===== config.mk =====
export PLATFORM = sky130hd
export DESIGN_NAME = cjk_ngram_span_emitter
export DESIGN_NICKNAME = d
export VERILOG_FILES = /design/src/hw/rtl/cjkng_pkg.sv /design/src/hw/rtl/cjk_ngram_span_emitter.sv /design/src/hw/rtl/cjkng_front.sv /design/src/hw/rtl/cjkng_queue.sv /design/src/hw/rtl/cjkng_back.sv
export SDC_FILE = /design/constraint.sdc
export NUM_CORES = 2
export LEC_CHECK = 0
export ABC_CLOCK_PERIOD_IN_PS = 22300
export BUFFER_PORTS_ARGS = -buffer_cell sky130_fd_sc_hd__buf_2
export CORE_MARGIN = 1
export CORE_UTILIZATION = 62
export CTS_CLUSTER_DIAMETER = 120
export CTS_CLUSTER_SIZE = 20
export DETAILED_ROUTE_END_ITERATION = 16
export GPL_TIMING_DRIVEN = 0
export PLACE_DENSITY_LB_ADDON = 0.3
export SETUP_SLACK_MARGIN = 0.5
export SLEW_MARGIN = 25
export SYNTH_ARGS = -nofsm -noshare
export SYNTH_HDL_FRONTEND = slang
export SYNTH_SLANG_ARGS = --single-unit

===== constraint.sdc =====
create_clock -name clk -period 22.3 [get_ports clk]
set_input_delay 4.46 -clock clk [delete_from_list [all_inputs] [get_ports clk]]
set_output_delay 4.46 -clock clk [all_outputs]
set_load 0.01 [all_outputs]

===== src/hw/rtl/cjkng_pkg.sv =====
`timescale 1ns / 1ps
`default_nettype none
// ----------------------------------------------------------------------------
// CJK n-gram span emitter package
// Shared widths, codes and the item, job and result types of the emitter.
// ----------------------------------------------------------------------------
package cjkng_pkg;

  localparam int MAX_NGRAM   = 4;
  localparam int CNT_W       = $clog2(MAX_NGRAM + 2);
  localparam int QUEUE_DEPTH = 2;
  localparam int QPTR_W      = $clog2(QUEUE_DEPTH);
  localparam int QCNT_W      = $clog2(QUEUE_DEPTH + 1);

  localparam int OP_W   = 2;
  localparam int CP_W   = 21;
  localparam int OFF_W  = 32;
  localparam int LEN_W  = 3;
  localparam int POS_W  = 32;
  localparam int NG_W   = 3;

  localparam int CFG_ADDR_W = 2;
  localparam int CFG_DATA_W = 3;

  localparam int IN_DATA_W  = 88;
  localparam int IN_USER_W  = 4;
  localparam int OUT_DATA_W = 152;
  localparam int OUT_PAD_W  = 3;
  localparam int OUT_USER_W = 1;

  localparam logic [OP_W-1:0] OP_BEGIN = 2'd0;
  localparam logic [OP_W-1:0] OP_CHAR  = 2'd1;
  localparam logic [OP_W-1:0] OP_END   = 2'd2;

  localparam logic [CFG_ADDR_W-1:0] REG_NGRAM_LEN  = 2'd0;
  localparam logic [CFG_ADDR_W-1:0] REG_ONLY_SPANS = 2'd1;
  localparam logic [CFG_ADDR_W-1:0] REG_NO_SPANS   = 2'd2;

  localparam logic [NG_W-1:0] NGRAM_LEN_RESET = 3'd2;

  localparam logic KIND_WORD   = 1'b0;
  localparam logic KIND_FINISH = 1'b1;

  localparam logic [CP_W-1:0] CH_UPPER_A    = 21'd65;
  localparam logic [CP_W-1:0] CH_UPPER_Z    = 21'd90;
  localparam logic [CP_W-1:0] CH_LOWER_A    = 21'd97;
  localparam logic [CP_W-1:0] CH_LOWER_Z    = 21'd122;
  localparam logic [CP_W-1:0] CH_LATIN1_MAX = 21'd255;

  typedef struct packed {
    logic [OP_W-1:0]  operation;
    logic [CP_W-1:0]  code_point;
    logic             is_cjk;
    logic             is_space;
    logic [OFF_W-1:0] byte_pos;
    logic [LEN_W-1:0] byte_len;
    logic [POS_W-1:0] start_word_pos;
  } item_t;

  typedef struct packed {
    logic [CNT_W-1:0]                nwords;
    logic [CNT_W-1:0]                nres;
    logic [MAX_NGRAM-1:0][OFF_W-1:0] starts;
    logic [OFF_W-1:0]                word_end;
    logic [POS_W-1:0]                wp_first;
    logic [CP_W-1:0]                 stop_char;
    logic [POS_W-1:0]                next_wp;
  } job_t;

  typedef struct packed {
    logic             kind;
    logic [OFF_W-1:0] word_start;
    logic [OFF_W-1:0] word_end;
    logic [POS_W-1:0] word_pos;
    logic [CP_W-1:0]  stop_char;
    logic [POS_W-1:0] next_word_pos;
    logic             last;
  } result_t;

endpackage
`default_nettype wire


===== src/hw/rtl/cjk_ngram_span_emitter.sv =====
`timescale 1ns / 1ps
`default_nettype none
// ----------------------------------------------------------------------------
// CJK n-gram span emitter
// Splits a span of classified characters into character n-gram words.
// ----------------------------------------------------------------------------
// Words enter on the s_axis channel: begin span, character or end of text.
// In the default mode each character yields the byte range and position of
// every n-gram ending at it; a stop character or end of text yields a
// finished result, preceded by a flushed partial span in only-spans mode.
// Results leave on m_axis, tlast marking the last result caused by one
// input word. The front end takes one input word per cycle while the
// two-entry job queue has room. The back end sends one result per cycle
// while the m_axis receiver is ready. The first result of a word passes
// through the queue entry, the back end's job register and the output
// register. Configuration must be written through cfg_we, cfg_addr and
// cfg_wdata while idle; the block itself does not enforce this.
// Reset (rst, synchronous) empties the queue and output stage, clears the
// span state and sets ngram_len to 2 with both mode flags off.
// A stalled m_axis receiver holds the output register; the queue then fills
// and s_axis_tready drops until results drain.
// ----------------------------------------------------------------------------
module cjk_ngram_span_emitter
  import cjkng_pkg::*;
(
  input  logic                  clk,
  input  logic                  rst,
  input  logic                  cfg_we,
  input  logic [CFG_ADDR_W-1:0] cfg_addr,
  input  logic [CFG_DATA_W-1:0] cfg_wdata,
  input  logic                  s_axis_tvalid,
  output logic                  s_axis_tready,
  // code_point[20:0], byte_pos[52:21], byte_len[55:53], start_word_pos[87:56]
  input  logic [IN_DATA_W-1:0]  s_axis_tdata,
  // operation[1:0], is_cjk[2], is_space[3]
  input  logic [IN_USER_W-1:0]  s_axis_tuser,
  output logic                  m_axis_tvalid,
  input  logic                  m_axis_tready,
  // word_start[31:0], word_end[63:32], word_pos[95:64], stop_char[116:96],
  // next_word_pos[148:117], zero fill[151:149]
  output logic [OUT_DATA_W-1:0] m_axis_tdata,
  // kind[0]
  output logic [OUT_USER_W-1:0] m_axis_tuser,
  output logic                  m_axis_tlast
);

  item_t   in_item;
  job_t    fe_job;
  job_t    q_job;
  result_t res;
  logic    fe_job_valid, fe_job_ready, q_job_valid, q_job_ready;

  always_comb begin
    in_item.operation      = s_axis_tuser[1:0];
    in_item.is_cjk         = s_axis_tuser[2];
    in_item.is_space       = s_axis_tuser[3];
    in_item.code_point     = s_axis_tdata[20:0];
    in_item.byte_pos       = s_axis_tdata[52:21];
    in_item.byte_len       = s_axis_tdata[55:53];
    in_item.start_word_pos = s_axis_tdata[87:56];
  end

  cjkng_front u_front (
    .clk       (clk),
    .rst       (rst),
    .cfg_we    (cfg_we),
    .cfg_addr  (cfg_addr),
    .cfg_wdata (cfg_wdata),
    .in_valid  (s_axis_tvalid),
    .in_ready  (s_axis_tready),
    .in_item   (in_item),
    .job_valid (fe_job_valid),
    .job_ready (fe_job_ready),
    .job       (fe_job)
  );

  cjkng_queue u_queue (
    .clk       (clk),
    .rst       (rst),
    .in_valid  (fe_job_valid),
    .in_ready  (fe_job_ready),
    .in_job    (fe_job),
    .out_valid (q_job_valid),
    .out_ready (q_job_ready),
    .out_job   (q_job)
  );

  cjkng_back u_back (
    .clk       (clk),
    .rst       (rst),
    .job_valid (q_job_valid),
    .job_ready (q_job_ready),
    .job       (q_job),
    .out_valid (m_axis_tvalid),
    .out_ready (m_axis_tready),
    .out_res   (res)
  );

  assign m_axis_tdata = {OUT_PAD_W'(0), res.next_word_pos, res.stop_char, res.word_pos,
                         res.word_end, res.word_start};
  assign m_axis_tuser = res.kind;
  assign m_axis_tlast = res.last;

  // A finished result always closes the results of its input word.
  assert property (@(posedge clk) disable iff (rst)
    m_axis_tvalid && m_axis_tuser[0] == KIND_FINISH |-> m_axis_tlast)
    else $error("finished result not marked last");

  // Word results carry no stop character and no next word position.
  assert property (@(posedge clk) disable iff (rst)
    m_axis_tvalid && m_axis_tuser[0] == KIND_WORD |->
      m_axis_tdata[116:96] == '0 && m_axis_tdata[148:117] == '0)
    else $error("word result carries span fields");

  // Reset leaves nothing on the output.
  assert property (@(posedge clk) rst |=> !m_axis_tvalid)
    else $error("output valid right after reset");

endmodule
`default_nettype wire


===== src/hw/rtl/cjkng_front.sv =====
`timescale 1ns / 1ps
`default_nettype none
// ----------------------------------------------------------------------------
// CJK n-gram front end
// Holds the configuration and span state, classifies each word and turns it
// into a job that describes the results it causes.
// ----------------------------------------------------------------------------
module cjkng_front
  import cjkng_pkg::*;
(
  input  logic                  clk,
  input  logic                  rst,
  input  logic                  cfg_we,
  input  logic [CFG_ADDR_W-1:0] cfg_addr,
  input  logic [CFG_DATA_W-1:0] cfg_wdata,
  input  logic                  in_valid,
  output logic                  in_ready,
  input  item_t                 in_item,
  output logic                  job_valid,
  input  logic                  job_ready,
  output job_t                  job
);

  logic [NG_W-1:0]  ngram_len;
  logic             only_spans;
  logic             no_spans;

  logic [OFF_W-1:0] win      [MAX_NGRAM];
  logic [OFF_W-1:0] win_next [MAX_NGRAM];
  logic [OFF_W-1:0] win_app  [MAX_NGRAM];
  logic [CNT_W-1:0] fill, fill_next;
  logic             space_before, space_before_next;
  logic [POS_W-1:0] word_position, word_position_next;
  logic [CP_W-1:0]  last_char, last_char_next;
  logic             span_active, span_active_next;

  logic [CNT_W-1:0] n_eff, drop, fill_base, fill_app, lb, le, nwords_char;
  logic             accept, is_alpha, is_stop, emit, flush, finish_req, word_req;

  assign in_ready = job_ready;
  assign accept   = in_valid && in_ready;

  always_comb begin
    if (ngram_len == '0) begin
      n_eff = CNT_W'(1);
    end else if (int'(ngram_len) > MAX_NGRAM) begin
      n_eff = CNT_W'(MAX_NGRAM);
    end else begin
      n_eff = CNT_W'(ngram_len);
    end
  end

  always_comb begin
    if (fill >= n_eff) begin
      drop      = fill - n_eff + CNT_W'(1);
      fill_base = n_eff - CNT_W'(1);
    end else begin
      drop      = '0;
      fill_base = fill;
    end
    fill_app = fill_base + CNT_W'(1);
    for (int i = 0; i < MAX_NGRAM; i++) begin
      win_app[i] = win[i];
      for (int d = 1; d < MAX_NGRAM; d++) begin
        if (int'(drop) == d && i + d < MAX_NGRAM) begin
          win_app[i] = win[(i + d) % MAX_NGRAM];
        end
      end
      if (int'(fill_base) == i) begin
        win_app[i] = in_item.byte_pos;
      end
    end
  end

  always_comb begin
    is_alpha = (in_item.code_point >= CH_UPPER_A && in_item.code_point <= CH_UPPER_Z) ||
               (in_item.code_point >= CH_LOWER_A && in_item.code_point <= CH_LOWER_Z);
    is_stop  = (space_before || in_item.code_point > CH_LATIN1_MAX || is_alpha) &&
               !in_item.is_cjk;
    emit     = !only_spans || (fill_app == n_eff);
    lb       = no_spans ? fill_app - CNT_W'(1) : '0;
    le       = only_spans ? CNT_W'(1) : fill_app;
    nwords_char = (emit && le > lb) ? le - lb : '0;
    flush    = only_spans && fill != '0 && fill != n_eff;
    finish_req = span_active &&
                 ((in_item.operation == OP_CHAR && is_stop) || in_item.operation == OP_END);
    word_req   = span_active && in_item.operation == OP_CHAR && !is_stop &&
                 !in_item.is_space;
  end

  always_comb begin
    job = '0;
    if (finish_req) begin
      job.nwords    = flush ? CNT_W'(1) : '0;
      job.nres      = job.nwords + CNT_W'(1);
      job.starts[0] = win[0];
      job.word_end  = in_item.byte_pos;
      job.wp_first  = word_position - POS_W'(fill);
      job.stop_char = (in_item.operation == OP_END) ? last_char : in_item.code_point;
      job.next_wp   = word_position;
    end else if (word_req) begin
      job.nwords   = nwords_char;
      job.nres     = nwords_char;
      for (int j = 0; j < MAX_NGRAM; j++) begin
        for (int i = 0; i < MAX_NGRAM; i++) begin
          if (int'(lb) + j == i) begin
            job.starts[j] = win_app[i];
          end
        end
      end
      job.word_end = in_item.byte_pos + OFF_W'(in_item.byte_len);
      job.wp_first = word_position - POS_W'(fill_app) + POS_W'(lb) + POS_W'(1);
    end
  end

  assign job_valid = in_valid && job.nres != '0;

  always_comb begin
    win_next           = win;
    fill_next          = fill;
    space_before_next  = space_before;
    word_position_next = word_position;
    last_char_next     = last_char;
    span_active_next   = span_active;
    case (in_item.operation)
      OP_BEGIN: begin
        fill_next          = '0;
        space_before_next  = 1'b0;
        word_position_next = in_item.start_word_pos;
        last_char_next     = '0;
        span_active_next   = 1'b1;
      end
      OP_CHAR: begin
        if (span_active) begin
          last_char_next = in_item.code_point;
          if (is_stop) begin
            span_active_next = 1'b0;
          end else if (in_item.is_space) begin
            fill_next         = '0;
            space_before_next = 1'b1;
          end else begin
            space_before_next  = 1'b0;
            win_next           = win_app;
            fill_next          = (only_spans && emit) ? '0 : fill_app;
            word_position_next = word_position + POS_W'(1);
          end
        end
      end
      OP_END: begin
        if (span_active) begin
          span_active_next = 1'b0;
        end
      end
      default: begin
      end
    endcase
  end

  always_ff @(posedge clk) begin
    if (rst) begin
      ngram_len     <= NGRAM_LEN_RESET;
      only_spans    <= 1'b0;
      no_spans      <= 1'b0;
      fill          <= '0;
      space_before  <= 1'b0;
      word_position <= '0;
      last_char     <= '0;
      span_active   <= 1'b0;
    end else begin
      if (cfg_we && cfg_addr == REG_NGRAM_LEN) begin
        ngram_len <= cfg_wdata[NG_W-1:0];
      end
      if (cfg_we && cfg_addr == REG_ONLY_SPANS) begin
        only_spans <= cfg_wdata[0];
      end
      if (cfg_we && cfg_addr == REG_NO_SPANS) begin
        no_spans <= cfg_wdata[0];
      end
      if (accept) begin
        fill          <= fill_next;
        space_before  <= space_before_next;
        word_position <= word_position_next;
        last_char     <= last_char_next;
        span_active   <= span_active_next;
      end
    end
  end

  always_ff @(posedge clk) begin
    if (accept) begin
      win <= win_next;
    end
  end

endmodule
`default_nettype wire


===== src/hw/rtl/cjkng_queue.sv =====
`timescale 1ns / 1ps
`default_nettype none
// ----------------------------------------------------------------------------
// CJK n-gram job queue
// A short first-in first-out queue of jobs between the front and back ends.
// ----------------------------------------------------------------------------
module cjkng_queue
  import cjkng_pkg::*;
(
  input  logic clk,
  input  logic rst,
  input  logic in_valid,
  output logic in_ready,
  input  job_t in_job,
  output logic out_valid,
  input  logic out_ready,
  output job_t out_job
);

  job_t              mem [QUEUE_DEPTH];
  logic [QPTR_W-1:0] wr_ptr;
  logic [QPTR_W-1:0] rd_ptr;
  logic [QCNT_W-1:0] count;
  logic              push, pop;

  assign in_ready  = count != QCNT_W'(QUEUE_DEPTH);
  assign out_valid = count != '0;
  assign out_job   = mem[rd_ptr];
  assign push      = in_valid && in_ready;
  assign pop       = out_valid && out_ready;

  always_ff @(posedge clk) begin
    if (rst) begin
      wr_ptr <= '0;
      rd_ptr <= '0;
      count  <= '0;
    end else begin
      if (push) begin
        wr_ptr <= (wr_ptr == QPTR_W'(QUEUE_DEPTH - 1)) ? '0 : wr_ptr + QPTR_W'(1);
      end
      if (pop) begin
        rd_ptr <= (rd_ptr == QPTR_W'(QUEUE_DEPTH - 1)) ? '0 : rd_ptr + QPTR_W'(1);
      end
      if (push && !pop) begin
        count <= count + QCNT_W'(1);
      end else if (pop && !push) begin
        count <= count - QCNT_W'(1);
      end
    end
  end

  always_ff @(posedge clk) begin
    if (push) begin
      mem[wr_ptr] <= in_job;
    end
  end

endmodule
`default_nettype wire


===== src/hw/rtl/cjkng_back.sv =====
`timescale 1ns / 1ps
`default_nettype none
// ----------------------------------------------------------------------------
// CJK n-gram back end
// Expands one job at a time into its results, one per cycle while the
// output is not stalled, through a registered output stage.
// ----------------------------------------------------------------------------
module cjkng_back
  import cjkng_pkg::*;
(
  input  logic    clk,
  input  logic    rst,
  input  logic    job_valid,
  output logic    job_ready,
  input  job_t    job,
  output logic    out_valid,
  input  logic    out_ready,
  output result_t out_res
);

  job_t             cur;
  logic             cur_valid;
  logic [CNT_W-1:0] idx;
  result_t          res_next;
  logic             out_load, is_last, cur_done;

  assign out_load  = cur_valid && (!out_valid || out_ready);
  assign is_last   = (idx + CNT_W'(1)) == cur.nres;
  assign cur_done  = out_load && is_last;
  assign job_ready = !cur_valid || cur_done;

  always_comb begin
    res_next      = '0;
    res_next.last = is_last;
    if (idx < cur.nwords) begin
      res_next.kind = KIND_WORD;
      for (int j = 0; j < MAX_NGRAM; j++) begin
        if (idx == CNT_W'(j)) begin
          res_next.word_start = cur.starts[j];
        end
      end
      res_next.word_end = cur.word_end;
      res_next.word_pos = cur.wp_first + POS_W'(idx);
    end else begin
      res_next.kind          = KIND_FINISH;
      res_next.stop_char     = cur.stop_char;
      res_next.next_word_pos = cur.next_wp;
    end
  end

  always_ff @(posedge clk) begin
    if (rst) begin
      cur_valid <= 1'b0;
      out_valid <= 1'b0;
      idx       <= '0;
    end else begin
      if (out_load) begin
        out_valid <= 1'b1;
        out_res   <= res_next;
      end else if (out_ready) begin
        out_valid <= 1'b0;
      end
      if (job_valid && job_ready) begin
        cur       <= job;
        cur_valid <= 1'b1;
        idx       <= '0;
      end else if (cur_done) begin
        cur_valid <= 1'b0;
      end else if (out_load) begin
        idx <= idx + CNT_W'(1);
      end
    end
  end

endmodule
`default_nettype wire

==> key figures <==
Status
  • Status: finished, final reports clean

Die
  • Die area: 83700 um2
  • Die Width: 289 um
  • Height of the chip: 289 um
  • Starting Density: 0.625
  • CORE AREA: 81800 um2
  • Core Rows: 105
  • Boundary pin count: between 200 and 300

Logic synthesis
  • FFs w/ async S/R, synth: 0
  • Post-synth EDFFs: between 1000 and 1500
  • Synth top area cells: edfxtp_1 (60%), mux2_2 (6.9%), ha_1 (3.0%), nor2_1 (2.9%), a21oi_1 (2.8%)
  • Netlist cell types: slightly below 90
  • Cell with the most instances after synthesis: edfxtp_1
  • Dominant synthesized flop cell: edfxtp_1
  • Mapped Area: 51200 um2
  • Post-synthesis register bit count: 1101
  • Sequential area share after synthesis: 0.632
  • Post-synth top cells: edfxtp_1 (1029), nor2_1 (398), mux2_2 (312), nand2_1 (300), a21oi_1 (289)
  • Synth Warn #: 0
  • Mapped Cells: 3966
  • Area leader, netlist: edfxtp_1
  • Syn Area/Cell: around 13 um2
  • Area fraction of the dominant cell type after synthesis: 0.604

Hold path
  • Hold Crit Class: reg -> reg
  • Hold Path Sink: u_front.last_char[12]
  • Hold Path Cell Cnt: 2
  • Hold Crit Start: u_front.last_char[12]

Timing
  • Min Tclk post-route: roughly 8.0 ns
  • Max Clk Rate: 126 MHz
  • Period utilisation layout: 0.357
  • RSZ-0062 raised after global routing: false
  • Layout Skew: 0.0362 ns
  • Fin. max-slew vios: 0
  • Worst setup margin: 14.35 ns
  • Setup violators final: 0
  • Slew margin rel.: 0.239
  • Worst-margin pin slew: 1.14 ns
  • Final Hold Fails: 0
  • Worst hold margin: between 0.4 and 0.5 ns

Place
  • Pre-CTS setup slack: 13.69 ns
  • Final HPWL DP: 101000 um
  • GPL Wtd Cong: 0.987
  • Port Buf Inserts: 247
  • Placed Area: 54900 um2

Critical path
  • Crit path capture type: register
  • Critical path class: in -> reg
  • Setup crit start kind: input pin
  • Critical Path AT: 8.34 ns
  • Worst reg2reg path startpoint: u_front.ngram_len[1]
  • WP data required: 22.69 ns
  • Reg2reg end: u_queue.mem[1][77]
  • FF-to-FF path depth: 22
  • Crit Path Max Fanout: 22
  • Reg-to-reg slack, setup: around 16 ns

Final layout
  • Nets: 4553
  • Synth-to-Final Area Change: 10.7%
  • Final instance area: roughly 57000 um2
  • Layout cells sized above 1: 0.174

Clock tree
  • Sink Count: 1101
  • Clock Latency Late Sink: 0.71 ns
  • Clk slew on worst S/H paths: 0.08 ns
  • CTS tree: built
  • CTS Buf Count: 61
  • CTS Buffer Depth: 3
  • Root Buffer: clkbuf_16
  • Post-CTS Setup Bufs: 0
  • H-tree levels: 2
  • # hold bufs at CTS: 0
  • Post-CTS Resized: 0

Global routing
  • GRT Overall Usage: 0.337
  • First-pass GRT wire length: approximately 210000 um
  • Grt total ovfl: 0
  • Largest net degree at the start of global routing: 45
  • Vias in the first global route: 33700
  • Initial antenna violation count: 20

Routing
  • 1st-iter DRT viols: 4901
  • Pre-Repair DR Iteration Count: 9
  • Total routed wirelength: 143000 um
  • Via Count: 35500
  • Drt wl/cell: 26.2 um
  • Drt via density: 6.52
  • # DRC: 0
  • Detail Route Antenna Nets: 0

Power and ir drop
  • VDD IR max: slightly above 0.08 mV
  • Pwr Density: ~85 nW/um2
  • Total power: 0.00480 W
  • Leak Pwr: roughly 20 nW

Job
  • Max cap viols: 0
==> power breakdown <==
part / total (W) / internal, W / switching (W)
Clock: 0.00118 / 0.000521 / 0.000660
Sequential: 0.00251 / 0.00246 / 0.0000494
Combinational: 0.00111 / 0.000420 / 0.000686
==> worst max-delay path by stage <==
| stage | startpoint | to | cells after the start |
|---|---|---|---|
| 3_3_place_gp | s_axis_tdata[4] | u_queue.mem[0][136] | 10 |
| 6_report | s_axis_tdata[4] | u_queue.mem[0][128] | 14 |
| 4_1_cts | s_axis_tdata[4] | u_queue.mem[0][225] | 14 |
| 5_1_grt | s_axis_tdata[4] | u_queue.mem[0][226] | 14 |
| 3_5_place_dp | s_axis_tdata[4] | u_queue.mem[0][194] | 14 |
| 2_1_floorplan | s_axis_tdata[4] | u_queue.mem[0][0] | 9 |
==> through the flow <==
step / std cells / TNS (ns) / util
6_report: 5438 / 0 / 0.692
3_5_place_dp: 5329 / 0 / 0.671
3_3_place_gp: 5285 / -909.04 / 0.657
4_1_cts: 5431 / 0 / 0.692
5_1_grt: 5433 / 0 / 0.692
2_1_floorplan: 3968 / 0 / -
==> logic make-up after synthesis <==
family | share of synthesized area
flops | 0.632
simple gates | 0.0953
mux | 0.0891
xor+xnor | 0.0219
compound gates | 0.103
fa+ha+maj | 0.0323
other cells | 0.0000733
buf+inv | 0.0264
==> routing by layer <==
| metal | wire (um) | vias up | track usage |
|---|---|---|---|
| met3 | 17700 | 426 | 0.0835 |
| met1 | 55000 | 17100 | 0.467 |
| met2 | 63600 | 2340 | 0.516 |
| met5 | 212 | - | 0 |
| met4 | 6090 | 34 | 0.125 |
| li1 | - | 15500 | - |
==> cell usage in the layout, fill, tap and decap left out, types with 10 or more instances in the layout <==
master and count:
dfxtp_1 72, mux2_2 312, o21bai_1 10, a21oi_1 289, xor2_1 48, nand4_1 13
a221o_1 30, inv_1 100, nor3_1 21, nor2_1 395, buf_2 285, mux2i_1 101
a22o_1 35, ha_1 124, nand3_1 110, o21ai_0 104, a211oi_1 69, nor4_1 13
edfxtp_1 1029, xnor2_1 74, a222oi_1 66, nand2_1 300, nand2b_1 17, o22ai_1 34
and3_1 25, and2_1 98, nor2b_1 25, clkbuf_1 217, clkbuf_16 62, buf_16 24
buf_12 20, a22oi_1 78
==> sequential cells by signal, summed over array words and instances, names as in the netlist <==
| signal | cells |
|---|---|
| u_front.fill | 3 |
| u_back.out_res | 151 |
| u_front.last_char | 21 |
| u_front.ngram_len | 3 |
| u_queue.wr_ptr | 1 |
| u_front.no_spans | 1 |
| u_front.only_spans | 1 |
| u_back.cur | 250 |
| u_back.out_valid | 1 |
| u_queue.count | 2 |
| u_front.span_active | 1 |
| u_queue.rd_ptr | 1 |
| u_back.idx | 3 |
| u_front.win | 128 |
| u_front.word_position | 32 |
| u_queue.mem | 500 |
| u_back.cur_valid | 1 |
| u_front.space_before | 1 |
==> worst max-delay path, cell delays in order <==
cell and delay [ns]:
buf_2 0.12, or4_1 0.51, o22a_1 0.22, a31oi_4 0.30, o211a_1 0.17, buf_2 0.35
o221ai_2 0.23, a21o_1 0.21, a21oi_2 0.24, nor2b_4 0.66, buf_16 0.26, buf_12 0.20
buf_16 0.17, buf_16 0.18
==> area by class of cell <==
cell class	count	area, um2
Antenna cell	7	17.5
Buffer	237	973
Clock buffer	98	1690
Clock inverter	4	57.6
Fill cell	5658	25200
Inverter	101	379
Multi-Input combinational cell	2529	17600
Sequential cell	1101	32300
Tap cell	1070	1340
Timing Repair Buffer	291	2300
Power figures use the tool's default switching activity.
